File: src/rtl/mmcbd_pkg.sv
package mmcbd_pkg;

    localparam int PIX_W      = 32;
    localparam int COORD_W    = 9;
    localparam int LEVEL_W    = 4;
    localparam int PAIR_W     = 36;
    localparam int FIFO_DEPTH = 8;
    localparam int FIFO_AW    = $clog2(FIFO_DEPTH);
    localparam int FIFO_CNT_W = $clog2(FIFO_DEPTH + 1);

    // A finished level-one pixel waiting for the level cascade.
    typedef struct packed {
        logic [COORD_W-1:0] x;
        logic [COORD_W-1:0] y;
        logic [PIX_W-1:0]   pixel;
    } item_t;

endpackage

File: src/rtl/mmcbd_fifo.sv
module mmcbd_fifo (
    input  logic                               aclk,
    input  logic                               aresetn,
    input  logic                               push,
    input  mmcbd_pkg::item_t                   push_item,
    input  logic                               pop,
    output mmcbd_pkg::item_t                   head,
    output logic [mmcbd_pkg::FIFO_CNT_W-1:0]   count
);

    mmcbd_pkg::item_t                     mem_reg [mmcbd_pkg::FIFO_DEPTH];
    logic [mmcbd_pkg::FIFO_AW-1:0]        wr_ptr_reg;
    logic [mmcbd_pkg::FIFO_AW-1:0]        rd_ptr_reg;
    logic [mmcbd_pkg::FIFO_CNT_W-1:0]     count_reg;
    logic [mmcbd_pkg::FIFO_CNT_W-1:0]     count_next;

    always_comb begin
        count_next = count_reg;
        if (push && !pop) begin
            count_next = count_reg + 1'b1;
        end else if (pop && !push) begin
            count_next = count_reg - 1'b1;
        end
    end

    always_ff @(posedge aclk) begin
        if (!aresetn) begin
            wr_ptr_reg <= '0;
            rd_ptr_reg <= '0;
            count_reg  <= '0;
        end else begin
            if (push) begin
                wr_ptr_reg <= wr_ptr_reg + 1'b1;
            end
            if (pop) begin
                rd_ptr_reg <= rd_ptr_reg + 1'b1;
            end
            count_reg <= count_next;
        end
    end

    always_ff @(posedge aclk) begin
        if (push) begin
            mem_reg[wr_ptr_reg] <= push_item;
        end
    end

    assign head  = mem_reg[rd_ptr_reg];
    assign count = count_reg;

endmodule

File: config.mk
export PLATFORM = sky130hd
export DESIGN_NAME = mmcbd_fifo
export DESIGN_NICKNAME = d
export VERILOG_FILES = /design/src/rtl/mmcbd_pkg.sv /design/src/rtl/mmcbd_fifo.sv
export SDC_FILE = /design/constraint.sdc
export NUM_CORES = 1
export LEC_CHECK = 0
export ABC_AREA = 0
export BUFFER_PORTS_ARGS = -buffer_cell sky130_fd_sc_hd__buf_4
export CAP_MARGIN = 20
export CORE_MARGIN = 4
export CORE_UTILIZATION = 50
export CTS_CLUSTER_SIZE = 14
export DETAILED_ROUTE_END_ITERATION = 10
export GPL_ROUTABILITY_DRIVEN = 1
export PLACE_DENSITY = 0.74
export RECOVER_POWER = 25
export SYNTH_ARGS = -nofsm -noshare
export SYNTH_HDL_FRONTEND = slang
export SYNTH_SLANG_ARGS = --single-unit
File: constraint.sdc
create_clock -name aclk -period 12.3 [get_ports aclk]
set_input_delay 1.23 -clock aclk [delete_from_list [all_inputs] [get_ports aclk]]
set_output_delay 1.23 -clock aclk [all_outputs]
set_load 0.05 [all_outputs]
==> results.txt <==
----------------------------------------------------
[Global route]
  Antenna violations before repair ... 0
  Number of global-route vias before repair ... 7,391
  Global-route congestion overflow total ... 0
  Wire length of the first global-routing pass ... 45.0 mm
  Largest net degree at the start of global routing ... 61
  Overall Global Routing Usage ... 16.9%

[Yosys]
  Largest area contributor in the netlist ... edfxtp_1
  Synthesized area ... 16,000 µm²
  Ranking of synthesized cells by area ... edfxtp_1 75%, mux4_1 16%, mux2_2 3.5%
  Proportion of synthesized chip area in sequential cells ... 76.6%
  Synth Area per Inst ... 24.8 µm²
  Flop and latch count out of synthesis ... 413
  Top cell type's share of synthesized area ... 75.0%
  Distinct cell type count after synthesis ... 25
  Synth Flop Type ... edfxtp_1
  Post-synth net total ... 705
  Number of instances in the synthesized netlist ... 645
  Most common library cells after synthesis ... 400 x edfxtp_1, 100 x mux4_1, 50 x mux2_2
  Number of flops mapped to enable cells by yosys ... 400
  Asr flop ratio synth ... 0%
  YS warnings ... 0
  Dominant cell by count in the synthesized netlist ... edfxtp_1

[Finish]
  Fraction of final layout cells with drive strength greater than 1 ... 24.4%
  Number of fill cells ... 2,238
  Flip-flop count of the largest register, all copies and words added ... 400
  Post-layout nets ... 835
  Area growth, synth to finish ... 14.7%
  Final cell count without fillers ... between 1,000 and 1,500

[Drt]
  Violation count after the first detailed-routing iteration ... 542
  Residual DRC ... 0
  DRT Pass-1 Iters ... 4
  Post-detailed-route count of antenna-violating nets ... 0
  DRT Wirelength ... 29.7 mm
  Avg WL per Cell ... about 25 µm
  Total via count after detailed routing ... 6,994
  Via count normalized by instance count ... 5.80

[Clock tree]
  Hold buffer count at cts ... 0
  CTS-repair resized insts ... 0
  Setup repair bufs after CTS ... 0
  H-Tree Level Count ... 2
  Num CTS Buffers ... 40
  Clock tree root buffer cell ... clkbuf_16
  Clock transition time at the flip-flop clock pins of the worst setup and hold paths ... around 0.060 ns
  Maximum clock path buffer count ... 3
  Clock latency on the worst-skew pair ... 0.52 ns
  TritonCTS Sinks ... 413
  CTS tree ... built

[Timing]
  Slew at the pin closest to its max-slew limit ... about 1.0 ns
  Total negative setup slack ... 0 ns
  Clock period minus worst slack ... 4.69 ns
  Slew Viols, Final ... 0
  Setup repair after global routing missed its margin ... false
  Slew HR ... 30.2%
  Upper clock frequency limit ... approximately 210 MHz
  Period Utilization, post-route ... around two fifths
  Final setup viols ... 0
  Max Clock Skew ... 0.0196 ns
  Hold violation total from the final report ... 0

[Run status]
  Outcome ... complete, no violations

[Power and ir drop]
  Power Dens Cells ... ~170 nW/µm²
  Leakage power total ... 6.02 nW
  Max VDD drop ... 88.8 µV

[Hold path]
  Path class of the lowest-slack min-delay path ... reg2reg

[Placed design]
  Total of buffers placed on input and output ports ... 107
  Global placer's final weighted congestion ... 0.675
  Dpl cells ... 1,135
  Post-detailed-placement half-perimeter wirelength ... 15.4 mm

[Setup path]
  Crit path max fanout ... 60
  Endpoint required time on the critical path ... between 10 and 15 ns
  Element type at the critical path start ... flip-flop
  Data arrival time of the worst path ... 3.46 ns
  CP Class ... reg2out
  Kind of end point of the critical path ... output pin

[Floorplanning]
  Chip height ... 187 µm
  Die width ... around 190 µm
  Full die area ... 35,000 µm²
  Number of top-level design ports ... roughly 110
  Num rows ... between 60 and 70
  Initial standard-cell utilization of the core ... 50.8%
  Core outline area ... 31,600 µm²

[Job]
  Maximum Capacitance Violations ... 0

----------------------------------------------------
[per-layer routing]
layer | global-route usage, % | share of wire (%) | up-vias | routed length (µm)
met5 | 0 | 0 | - | 0
met4 | 3.64 | 1.6 | 0 | 479
met3 | 3.55 | 5.6 | 40 | 1660
met2 | 29.3 | 51 | 195 | 15300
met1 | 22.4 | 41 | 3672 | 12300
li1 | - | - | 3087 | -
[worst paths after layout]
check                     start             end  slack [ns]  cells past startpoint
setup / recovery      flip-flop        head[34]        7.61                      4
hold reg to reg        count[3]        count[3]        0.49                      2
hold / removal         count[3]        count[3]        0.49                      2
setup reg to reg  wr_ptr_reg[0]  mem_reg[3][15]       10.31                      3
[metrics by stage]
stage | util (%) | cell area [µm²] | hold WS, ns | worst slack, ns | power [mW]
after CTS | 58.6 | 18500 | 0.503 | 7.56 | 3.12
after detailed placement | 54.7 | 17300 | 0.492 | 8.14 | 1.99
final | 58.2 | 18400 | 0.492 | 7.61 | 3.08
after global placement | 54.7 | 17300 | 0.461 | 8.22 | 1.97
after floorplan | - | 16000 | 0.512 | 7.04 | 1.88
after global routing | 58.2 | 18400 | 0.528 | 7.47 | 3.19
[area by class of cell]
| type | count | area (µm²) | area share [%] |
|---|---|---|---|
| diodes | 1 | 2.50 | 0.0136 |
| multi-input cells | 200 | 3600 | 19.6 |
| repair buffers | 118 | 754 | 4.11 |
| well taps | 402 | 503 | 2.74 |
| clock buffers | 58 | 1130 | 6.15 |
| clock inverters | 11 | 91.3 | 0.497 |
| flip-flops and latches | 413 | 12300 | 66.9 |
| inverters | 2 | 7.51 | 0.0409 |
[report_power, final]
group	switching [mW]	total [mW]	internal, mW
clock network	0.472	1.13	0.659
logic	0.211	0.343	0.133
registers	0.0230	1.61	1.58
total	0.705	3.08	2.37
[layout by cell type (no fill, tap or decap), drive strengths merged, types with 3 or more instances in the layout]
cell type,netlist,layout
mux2,50,50
dfxtp,13,13
clkinv,0,5
xnor2,4,4
edfxtp,400,400
mux2i,4,4
nand2,6,6
buf,21,83
nor2,7,7
nor2b,3,3
clkbuf,9,93
nand2b,4,4
ha,5,5
mux4,100,100
inv,2,5
and2,7,7
[critical path: stages, from the launching register on]
cell and delay [ns]:
dfxtp_4 0.79, buf_4 0.91, mux4_1 0.66, mux2_2 0.31
buf_4 0.20
[cell families (layout without fill, tap and decap cells)]
kind of cell / after synthesis / in the layout / synth area share [%]
buf+inv: 32 / 189 / 1.27
xor+xnor: 6 / 6 / 0.328
mux: 154 / 154 / 20.2
compound gates: 4 / 4 / 0.148
other cells: 0 / 1 / 0
simple gates: 30 / 30 / 0.945
fa+ha+maj: 6 / 6 / 0.516
flops: 413 / 413 / 76.6
Note: power is estimated with default switching activity, not from simulation.
